`src/sv/hsc_pkg.sv`:
```
package hsc_pkg;

    localparam int MAX_LEN = 64;
    localparam int LEN_W   = 7;
    localparam int ADDR_W  = $clog2(MAX_LEN);
    localparam int MIN_LEN = 3;

    // configuration register indexes
    localparam logic REG_ODD_PARITY  = 1'b0;
    localparam logic REG_CODE_LENGTH = 1'b1;

    typedef enum logic [1:0] {
        ST_NONE      = 2'd0,
        ST_CORRECTED = 2'd1,
        ST_BEYOND    = 2'd2
    } status_t;

    typedef struct packed {
        logic load;    // store an accepted codeword bit
        logic rd_en;   // read the next held bit
        logic scan;    // the read feeds the syndrome sum
        logic finish;  // close the syndrome and rewind the index
    } cmd_t;

    typedef struct packed {
        logic word_done;
        logic scan_last;
        logic emit_last;
    } sts_t;

endpackage

```
`src/sv/hsc_datapath.sv`:
```
module hsc_datapath (
    input  logic                      clk,
    input  logic                      rst_n,
    input  logic                      cfg_wr_en,
    input  logic                      cfg_addr,
    input  logic [hsc_pkg::LEN_W-1:0] cfg_wdata,
    input  logic                      code_bit,
    input  hsc_pkg::cmd_t             cmd,
    output hsc_pkg::sts_t             sts,
    output logic                      corrected_bit,
    output logic [hsc_pkg::LEN_W-1:0] error_position,
    output hsc_pkg::status_t          status
);

    localparam logic [hsc_pkg::LEN_W-1:0] MaxLen = hsc_pkg::LEN_W'(hsc_pkg::MAX_LEN);
    localparam logic [hsc_pkg::LEN_W-1:0] MinLen = hsc_pkg::LEN_W'(hsc_pkg::MIN_LEN);

    logic                      odd_parity_reg;
    logic [hsc_pkg::LEN_W-1:0] code_length_reg;
    logic [hsc_pkg::LEN_W-1:0] bit_count_reg, bit_count_next;
    logic [hsc_pkg::LEN_W-1:0] n_reg, n_next;
    logic [hsc_pkg::LEN_W-1:0] idx_reg, idx_next;
    logic [hsc_pkg::LEN_W-1:0] pos_reg, pos_next;
    logic [hsc_pkg::LEN_W-1:0] acc_reg, acc_next;
    logic [hsc_pkg::LEN_W-1:0] syn_reg, syn_next;
    hsc_pkg::status_t          status_reg, status_next;
    logic                      acc_en_reg;
    logic                      held_q_reg;
    logic                      held_bits_mem [hsc_pkg::MAX_LEN];

    logic [hsc_pkg::LEN_W-1:0] n_eff;
    logic [hsc_pkg::LEN_W-1:0] count_inc;
    logic [hsc_pkg::LEN_W-1:0] syn_final;

    // check bit i exists when 2^i fits in the word
    function automatic logic [hsc_pkg::LEN_W-1:0] check_mask(
        input logic [hsc_pkg::LEN_W-1:0] n
    );
        logic [hsc_pkg::LEN_W-1:0] m;
        m = '0;
        for (int i = 0; i < hsc_pkg::LEN_W; i++)
        begin
            m[i] = ((hsc_pkg::LEN_W+1)'(1) << i) <= {1'b0, n};
        end
        return m;
    endfunction

    always_comb
    begin
        if (code_length_reg < MinLen)
            n_eff = MinLen;
        else if (code_length_reg > MaxLen)
            n_eff = MaxLen;
        else
            n_eff = code_length_reg;
    end

    assign count_inc      = bit_count_reg + hsc_pkg::LEN_W'(1);
    assign sts.word_done  = count_inc >= n_eff;
    assign sts.scan_last  = idx_reg == (n_reg - hsc_pkg::LEN_W'(1));
    assign sts.emit_last  = pos_reg == hsc_pkg::LEN_W'(1);

    assign syn_final = acc_reg ^ (odd_parity_reg ? check_mask(n_reg) : '0);

    always_comb
    begin
        bit_count_next = bit_count_reg;
        n_next         = n_reg;
        idx_next       = idx_reg;
        pos_next       = pos_reg;
        acc_next       = acc_reg;
        syn_next       = syn_reg;
        status_next    = status_reg;

        if (cmd.load)
        begin
            if (sts.word_done)
            begin
                bit_count_next = '0;
                n_next         = n_eff;
                idx_next       = '0;
                acc_next       = '0;
            end
            else
            begin
                bit_count_next = count_inc;
            end
        end

        if (cmd.rd_en)
        begin
            pos_next = n_reg - idx_reg;
            idx_next = idx_reg + hsc_pkg::LEN_W'(1);
        end

        if (acc_en_reg && held_q_reg)
            acc_next = acc_reg ^ pos_reg;

        if (cmd.finish)
        begin
            idx_next = '0;
            syn_next = syn_final;
            if (syn_final == '0)
                status_next = hsc_pkg::ST_NONE;
            else if (syn_final <= n_reg)
                status_next = hsc_pkg::ST_CORRECTED;
            else
                status_next = hsc_pkg::ST_BEYOND;
        end
    end

    always_ff @(posedge clk or negedge rst_n)
    begin
        if (!rst_n)
        begin
            odd_parity_reg  <= 1'b0;
            code_length_reg <= hsc_pkg::LEN_W'(7);
            bit_count_reg   <= '0;
            n_reg           <= MinLen;
            idx_reg         <= '0;
            pos_reg         <= '0;
            acc_reg         <= '0;
            syn_reg         <= '0;
            status_reg      <= hsc_pkg::ST_NONE;
            acc_en_reg      <= 1'b0;
        end
        else
        begin
            if (cfg_wr_en && cfg_addr == hsc_pkg::REG_ODD_PARITY)
                odd_parity_reg <= cfg_wdata[0];
            if (cfg_wr_en && cfg_addr == hsc_pkg::REG_CODE_LENGTH)
                code_length_reg <= cfg_wdata;
            bit_count_reg <= bit_count_next;
            n_reg         <= n_next;
            idx_reg       <= idx_next;
            pos_reg       <= pos_next;
            acc_reg       <= acc_next;
            syn_reg       <= syn_next;
            status_reg    <= status_next;
            acc_en_reg    <= cmd.scan;
        end
    end

    // bit store: one write port at load, one registered read port
    always_ff @(posedge clk)
    begin
        if (cmd.load && !bit_count_reg[hsc_pkg::LEN_W-1])
            held_bits_mem[bit_count_reg[hsc_pkg::ADDR_W-1:0]] <= code_bit;
        if (cmd.rd_en)
            held_q_reg <= held_bits_mem[idx_reg[hsc_pkg::ADDR_W-1:0]];
    end

    assign corrected_bit  = held_q_reg ^
                            (status_reg == hsc_pkg::ST_CORRECTED && pos_reg == syn_reg);
    assign error_position = syn_reg;
    assign status         = status_reg;

endmodule

```
`src/sv/hsc_ctrl.sv`:
```
module hsc_ctrl (
    input  logic          clk,
    input  logic          rst_n,
    input  logic          in_valid,
    output logic          in_ready,
    output logic          out_valid,
    input  logic          out_ready,
    input  hsc_pkg::sts_t sts,
    output hsc_pkg::cmd_t cmd
);

    typedef enum logic [2:0] {
        LOAD,
        SCAN,
        CLOSE,
        FINAL,
        PREP,
        EMIT
    } state_t;

    state_t state_reg, state_next;
    logic   in_ready_reg, in_ready_next;
    logic   out_valid_reg, out_valid_next;

    always_comb
    begin
        state_next     = state_reg;
        in_ready_next  = in_ready_reg;
        out_valid_next = out_valid_reg;
        cmd            = '0;
        case (state_reg)
            LOAD:
            begin
                cmd.load = in_valid && in_ready_reg;
                if (cmd.load && sts.word_done)
                begin
                    state_next    = SCAN;
                    in_ready_next = 1'b0;
                end
            end
            SCAN:
            begin
                cmd.rd_en = 1'b1;
                cmd.scan  = 1'b1;
                if (sts.scan_last)
                    state_next = CLOSE;
            end
            // last read lands in the sum here
            CLOSE:
            begin
                state_next = FINAL;
            end
            FINAL:
            begin
                cmd.finish = 1'b1;
                state_next = PREP;
            end
            PREP:
            begin
                cmd.rd_en      = 1'b1;
                state_next     = EMIT;
                out_valid_next = 1'b1;
            end
            EMIT:
            begin
                if (out_ready)
                begin
                    if (sts.emit_last)
                    begin
                        state_next     = LOAD;
                        out_valid_next = 1'b0;
                        in_ready_next  = 1'b1;
                    end
                    else
                    begin
                        // fetch the next bit while this one leaves
                        cmd.rd_en = 1'b1;
                    end
                end
            end
            default:
            begin
                state_next     = LOAD;
                in_ready_next  = 1'b1;
                out_valid_next = 1'b0;
            end
        endcase
    end

    always_ff @(posedge clk or negedge rst_n)
    begin
        if (!rst_n)
        begin
            state_reg     <= LOAD;
            in_ready_reg  <= 1'b1;
            out_valid_reg <= 1'b0;
        end
        else
        begin
            state_reg     <= state_next;
            in_ready_reg  <= in_ready_next;
            out_valid_reg <= out_valid_next;
        end
    end

    assign in_ready  = in_ready_reg;
    assign out_valid = out_valid_reg;

endmodule

```
`src/sv/hamming_syndrome_corrector.sv`:
```
// Channel   Dir  Signals                     Payload
// s_axis    in   tvalid tready tdata[7:0]    code_bit
// m_axis    out  tvalid tready tdata tuser   corrected_bit, error_position, status
//                tlast                       last
// cfg       in   cfg_wr_en cfg_addr cfg_wdata odd_parity, code_length
//
// A word of L bits is loaded bit by bit, scanned once over the bit store's read
// port into the syndrome sum, closed into a syndrome, has its first bit prefetched
// and is then emitted as L corrected bits.
// Input ready drops from the last bit of a word until its last result leaves.
// A stall on m_axis holds the result and the store read in place.
// Reset clears control, counters and syndrome; the bit store has no reset.
module hamming_syndrome_corrector (
    input  logic                      clk,
    input  logic                      rst_n,
    input  logic                      s_axis_tvalid,
    output logic                      s_axis_tready,
    input  logic [7:0]                s_axis_tdata,   // [0] code_bit, [7:1] zero
    output logic                      m_axis_tvalid,
    input  logic                      m_axis_tready,
    output logic [7:0]                m_axis_tdata,   // [0] corrected_bit, [7:1] error_position
    output logic [1:0]                m_axis_tuser,   // [1:0] status
    output logic                      m_axis_tlast,
    input  logic                      cfg_wr_en,
    input  logic                      cfg_addr,
    input  logic [hsc_pkg::LEN_W-1:0] cfg_wdata
);

    hsc_pkg::cmd_t             cmd;
    hsc_pkg::sts_t             sts;
    logic                      corrected_bit;
    logic [hsc_pkg::LEN_W-1:0] error_position;
    hsc_pkg::status_t          status;

    hsc_ctrl u_ctrl (
        .clk       (clk),
        .rst_n     (rst_n),
        .in_valid  (s_axis_tvalid),
        .in_ready  (s_axis_tready),
        .out_valid (m_axis_tvalid),
        .out_ready (m_axis_tready),
        .sts       (sts),
        .cmd       (cmd)
    );

    hsc_datapath u_datapath (
        .clk            (clk),
        .rst_n          (rst_n),
        .cfg_wr_en      (cfg_wr_en),
        .cfg_addr       (cfg_addr),
        .cfg_wdata      (cfg_wdata),
        .code_bit       (s_axis_tdata[0]),
        .cmd            (cmd),
        .sts            (sts),
        .corrected_bit  (corrected_bit),
        .error_position (error_position),
        .status         (status)
    );

    assign m_axis_tdata = {error_position, corrected_bit};
    assign m_axis_tuser = status;
    assign m_axis_tlast = sts.emit_last;

endmodule

```
`config.mk`:
```
export PLATFORM = sky130hd
export DESIGN_NAME = hamming_syndrome_corrector
export DESIGN_NICKNAME = d
export VERILOG_FILES = /design/src/sv/hsc_pkg.sv /design/src/sv/hsc_datapath.sv /design/src/sv/hsc_ctrl.sv /design/src/sv/hamming_syndrome_corrector.sv
export SDC_FILE = /design/constraint.sdc
export NUM_CORES = 1
export LEC_CHECK = 0
export BUFFER_PORTS_ARGS = -buffer_cell sky130_fd_sc_hd__clkbuf_2
export CAP_MARGIN = 15
export CORE_MARGIN = 4
export CORE_UTILIZATION = 53
export CTS_BUF_LIST = sky130_fd_sc_hd__clkbuf_8
export DETAILED_ROUTE_END_ITERATION = 7
export PLACE_DENSITY_LB_ADDON = 0.12
export SLEW_MARGIN = 15
export SYNTH_ARGS = -nofsm -noshare
export SYNTH_HDL_FRONTEND = slang
export SYNTH_HIERARCHICAL = 1
export SYNTH_SLANG_ARGS = --single-unit
```
`constraint.sdc`:
```
create_clock -name clk -period 7.2 [get_ports clk]
set_clock_uncertainty 0.05 [all_clocks]
set_input_delay 0.72 -clock clk [delete_from_list [all_inputs] [get_ports clk]]
set_output_delay 0.72 -clock clk [all_outputs]
set_load 0.01 [all_outputs]
```
==> results.yml, run 1 <==
layout:
  layout-drive-gt1-share_pct: 15.4
  area_growth_pct: 9.03
  layout.core_utilization_pct: 59.5
  nFillCells: 1031
  antenna_cells: 0
  largest_register_ffs: 64
  fin_nets: 650
  multiInputGateArea_sq_um: 2940
  register_area_sq_um: 3410
  final_cell_area_sq_um: 7210
synthesis:
  syn_area_sq_um: 6610
  synthMuxAreaShare_pct: 10.5
  synth_compound_area_share_pct: 9.77
  synth_xor_area_share_pct: 4.11
  yosysWarnings: 6
  yosys.cell_count.top_type: "nor2_1"
  ys_seq_area_share_pct: 51.6
  synth_fa_ha_area_share_pct: 5.03
  yosys.area.top_type_share_pct: 29.5
  synth_ff_type: "edfxtp_1"
  async_flop_share_pct: 47.2
  synth_edf_count: 65
  synth_top_area_cell: "edfxtp_1"
  syn_inst: 580
  ys_top_cells_by_area: "edfxtp_1, dfrtp_1, mux4_1, nor2_1, ha_1"
  syn_nets: 627
  avgSynthCellArea_sq_um: 11.4
  ys_seq_elements: 123
  ys_types: 70
  synth_top_family_by_area: "simple AND/OR/NAND/NOR gates"
  synth_common_cells: "nor2_1, edfxtp_1, dfrtp_1, nand2_1, inv_1"
  synthSimpleGateAreaFrac_pct: 15.1
grt:
  antenna_found_initial: 0
  grt_pass1_wl_um: 23000
  track_usage_pct: 21.0
  grt_overflow: 0
  grt_pass1_vias: 4325
  grt_max_degree: 65
cts:
  postCtsSetupBuffers: 0
  ctsHoldBuffers: 0
  clk_path_buf_depth: 2
  clkLatencyLatePin_ns: 0.44
  path_clk_slew_ns: 0.08
  cts_buffers: 17
  cts_tree: "yes"
  ctsResizeCount: 0
  htreeDepth: 4
  clock-sinks: 123
  cts-root-buf: "clkbuf_8"
detailed_routing:
  ant_nets: 0
  post_drt_wl_per_cell_um: 18.3
  drc: 0
  via_per_inst: 5.81
  drt_iter0_drc: 295
  drtPass1Iterations: 5
  routed_wirelength_um: 14300
  route.vias.total: 4555
die:
  initial_core_util_pct: 54.6
  fp.dieW_um: 120
  num_rows: 40
  die_h_um: 120
  core_region_area_sq_um: 12100
  die-area_sq_um: 14300
  ioPinCount: 34
critical_path:
  cp-end-kind: "register"
  rr_startpoint: "u_datapath/n_reg[0]"
  arrival_ns: 3.61
  critical_path_class: "register to register"
  critPathRequiredTime_ns: 7.45
  cp-endpoint: "u_datapath/status[1]"
  setup.worst_path.start: "u_datapath/n_reg[0]"
  reg2reg_depth: 13
  ff2ff_setup_slack_ns: 3.84
  rr_endpoint: "u_datapath/status[1]"
  start_kind: "register"
  path_max_fanout: 8
sta:
  finalCritPeriodShare_pct: 46.7
  hold_viol_final: 0
  max-slew-margin-rel_pct: 30.7
  tns_ns: 0
  max_freq_ghz: 0.297
  maxSlewViolCount: 0
  setup_viol_count_final: 0
  worst_pin_slew_ns: 1.04
  rsz0062_at_grt: "false"
  fin_crit_ns: 3.36
power:
  cellPowerDensity_nw_per_um2: 290
  leakage_nw: 2.81
  ir_worst_vdd_uv: 164
placed_design:
  portBuffers: 26
  hpwl_um: 9680
  place_congestion: 0.806
  placed_area_sq_um: 6840
job:
  maxCapViolCount: 0
hold_path:
  hold_class: "input pin to async pin"
outcome:
  outcome: "finished, final reports clean"
[layout make-up]
cell class / instances / share of cell area (%)
timing repair buffer: 30 / 2.22
sequential: 123 / 47.3
multi-input combinational: 400 / 40.8
inverter: 31 / 1.61
clock buffer: 18 / 3.44
tap: 168 / 2.92
clock inverter: 14 / 1.68
[per-stage QoR]
stage          hold WS, ns  total power, mW  instances  worst slack [ns]
5_1_grt              0.421             2.22        784              3.58
3_3_place_gp         0.436             1.51        752              3.92
6_report             0.372             2.09        784              3.84
2_1_floorplan        0.374             1.38        580              4.20
3_5_place_dp         0.444             1.53        752              3.87
4_1_cts              0.386             2.10        784              3.85
[cell usage in the layout, fill, tap and decap left out, drive strengths merged, types with 10 or more instances in the layout]
| cell type | netlist | final |
|---|---|---|
| xor2 | 10 | 10 |
| edfxtp | 65 | 65 |
| mux4 | 19 | 19 |
| inv | 29 | 37 |
| a21oi | 28 | 28 |
| o21ai | 12 | 12 |
| and3 | 10 | 10 |
| clkbuf | 20 | 44 |
| a31oi | 12 | 12 |
| nand2b | 11 | 11 |
| dfrtp | 52 | 52 |
| nor2 | 92 | 92 |
| ha | 25 | 25 |
| xnor2 | 21 | 21 |
| mux2 | 12 | 12 |
| nand3 | 11 | 11 |
| nand2 | 39 | 39 |
[logic make-up (layout without fill, tap and decap cells)]
| group | after synthesis | after routing |
|---|---|---|
| buffers and inverters | 57 | 93 |
| adder cells (fa/ha/maj) | 26 | 26 |
| XOR/XNOR | 31 | 31 |
| AO/OA/AOI/OAI | 97 | 97 |
| AND/OR/NAND/NOR | 208 | 208 |
| multiplexers | 38 | 38 |
| flip-flops | 123 | 123 |
[worst min path at each step]
stage,end,slack [ns],depth (start not counted),startpoint
2_1_floorplan,u_ctrl/out_valid,0.37,0,rst_n
3_3_place_gp,u_datapath/status[0],0.44,2,u_datapath/status[0]
3_5_place_dp,u_datapath/status[0],0.44,2,u_datapath/status[0]
4_1_cts,u_datapath/error_position[4],0.39,2,rst_n
5_1_grt,u_datapath/error_position[2],0.42,2,rst_n
6_report,u_datapath/acc_reg[4],0.37,2,rst_n
[routing by layer]
metal  global-route usage (%)  part of all wire, %
met1                     30.3                   47
met2                     31.9                   46
met4                     7.16                  1.8
met3                     4.57                  5.6
met5                        0                    0
[worst max-delay path, stage by stage (launching register included)]
cell	delay (ns)
dfstp_2	0.62
inv_1	0.15
ha_1	0.29
o31a_1	0.25
o31a_1	0.25
xnor2_1	0.27
inv_1	0.09
ha_1	0.29
a21o_1	0.16
a221o_1	0.31
a21oi_1	0.18
o22ai_1	0.14
nand2_1	0.10
o22ai_1	0.07
[report_power, final]
part	leakage [nW]	switching (mW)	internal, mW
Combinational	1.34	0.291	0.280
Clock	0.198	0.290	0.283
Sequential	1.27	0.128	0.819
Total	2.81	0.708	1.38
Note: power is estimated with default switching activity, not from simulation.
==> run 2, diff against run 1 <==
==> constraint.sdc (replaced) <==
create_clock -name clk -period 3 [get_ports clk]
set_clock_uncertainty 0.05 [all_clocks]
set_input_delay 0.3 -clock clk [delete_from_list [all_inputs] [get_ports clk]]
set_output_delay 0.3 -clock clk [all_outputs]
set_load 0.01 [all_outputs]
==> run 2 against run 1 <==
Effect of this change: routed wire length is essentially flat; largest cell class unchanged; via count rose by 2.3%; clock-buffer cell count shrank 1; final cell count grew 4.5%; hold slack worse by 0.33 ns; cell area rose by 4.6%; utilization grew 2.7 points; critical path depth fell by 2.
==> results.yml, run 2 (synthesis gave the netlist of run 1 again) <==
outcome:
  outcome: "finished, final reports clean"
job:
  maxCapViolCount: 0
layout:
  mostFrequentLayoutCell: "nor2_1"
  layout-drive-gt1-share_pct: 21.5
  final_cell_area_sq_um: 7540
  final_cell_mix: "nor2_1, edfxtp_1, dfrtp_1, buf_4, nand2_1"
  largest_register_ffs: 64
  antenna_cells: 0
  fin_nets: 687
  area_growth_pct: 14.0
detailed_routing:
  ant_nets: 0
  routed_wirelength_um: 14300
  post_drt_wl_per_cell_um: 17.5
  drt_iter0_drc: 337
  drtPass1Iterations: 5
  drc: 0
  route.vias.total: 4658
  via_per_inst: 5.69
die:
  ioPinCount: 34
  num_rows: 40
  die-area_sq_um: 14300
  initial_core_util_pct: 54.6
  die_h_um: 120
  fp.dieW_um: 120
  core_region_area_sq_um: 12100
cts:
  clk_path_buf_depth: 2
  htreeDepth: 4
  clock-sinks: 123
  cts_buffers: 17
  cts-root-buf: "clkbuf_8"
  path_clk_slew_ns: 0.07
  clkLatencyLatePin_ns: 0.43
  cts_tree: "yes"
hold_path:
  hold_path.startpoint: "cfg_wdata[6]"
  worstHoldEndpoint: "u_datapath/code_length_reg[6]"
  hold_class: "input pin to register"
  min_path_cells: 2
grt:
  grt_overflow: 0
  track_usage_pct: 21.0
  grt_max_degree: 65
  grt_pass1_wl_um: 23400
  antenna_found_initial: 0
  grt_pass1_vias: 4565
critical_path:
  cpLargestDelayFamily: "compound AO/OA/AOI/OAI gates"
  critical_path.max_stage_delay_ns: 0.46
  cp-end-kind: "register"
  critPathSlowestCell: "or4_4"
  path_max_fanout: 7
  reg2reg_depth: 11
  critPathRequiredTime_ns: 3.29
  path_buf_inv: 1
  arrival_ns: 3.21
  rr_endpoint: "u_datapath/status[0]"
  critical_path_class: "register to register"
  start_kind: "register"
  crit_chain: "buf_4, or4_4, o31a_1, o21ai_2, xnor2_1, ha_1, and3_1, a221o_1, a21oi_2, o22ai_2, o31ai_1"
  rr_startpoint: "u_datapath/n_reg[0]"
  ff2ff_setup_slack_ns: 0.08
sta:
  worst_pin_slew_ns: 1.05
  fin_crit_ns: 2.92
  hold_viol_final: 0
  max_freq_ghz: 0.342
  max-slew-margin-rel_pct: 30.0
  maxSlewViolCount: 0
  rsz0062_at_grt: "true"
  finalCritPeriodShare_pct: 97.4
  setup_viol_count_final: 0
placed_design:
  portBuffers: 26
  place_congestion: 0.834
  hpwl_um: 10100
  placed_area_sq_um: 7110
power:
  p_total_mw: 5.16
  leakage_nw: 2.97
  cellPowerDensity_nw_per_um2: 685
  ir_worst_vdd_uv: 323
-- run 2: final cells by class --
| type | count | area (sq um) |
|---|---|---|
| multi-input combinational | 400 | 2980 |
| inverter | 31 | 116 |
| clock buffer | 17 | 234 |
| tap | 168 | 210 |
| fill | 1008 | 4570 |
| timing repair buffer | 67 | 453 |
| clock inverter | 13 | 131 |
| sequential | 123 | 3410 |
-- run 2: report_power, final --
group	leakage (nW)	switching, mW	internal [mW]
combinational	1.52	0.729	0.801
sequential	1.27	0.306	1.97
clock	0.180	0.644	0.719
total	2.97	1.68	3.48
-- run 2: how the worst max path moves through the flow --
| stage | from | end | cells past startpoint |
|---|---|---|---|
| finish | u_datapath/n_reg[0] | u_datapath/status[0] | 11 |
| global placement | u_datapath/n_reg[0] | u_datapath/status[0] | 12 |
| CTS | u_datapath/n_reg[0] | u_datapath/status[0] | 12 |
| floorplan | u_datapath/pos_reg[2] | u_datapath/idx_reg[3] | 10 |
| detailed placement | u_datapath/n_reg[0] | u_datapath/status[0] | 12 |
| global route | u_datapath/n_reg[0] | u_datapath/status[0] | 12 |
-- run 2: what timing repair did --
action,4_1_cts,5_1_grt
gates resized for setup,0,14
hold buffers,1,0
endpoints found under the hold margin,23,0
setup buffers,0,2
endpoints found under the setup margin,0,5
-- run 2: routing by layer --
metal	wire length [um]	GRT usage (%)	part of all wire [%]
met1	6910	30.5	48
met2	6440	31.7	45
met3	814	5.47	5.7
met4	142	5.65	0.99
met5	0	0	0
-- run 2: stage by stage --
stage                     hold slack (ns)  cells  setup WS (ns)  setup TNS (ns)  util, %
after floorplan                   -0.0456    580        0.00459               0        -
after global placement              0.297    786         0.0909               0     58.7
after detailed placement            0.303    786         0.0603               0     58.7
after CTS                         0.00910    817        0.00754               0     61.8
after global routing               0.0136    819        -0.0387         -0.0387     62.2
final                              0.0397    819         0.0794               0     62.2
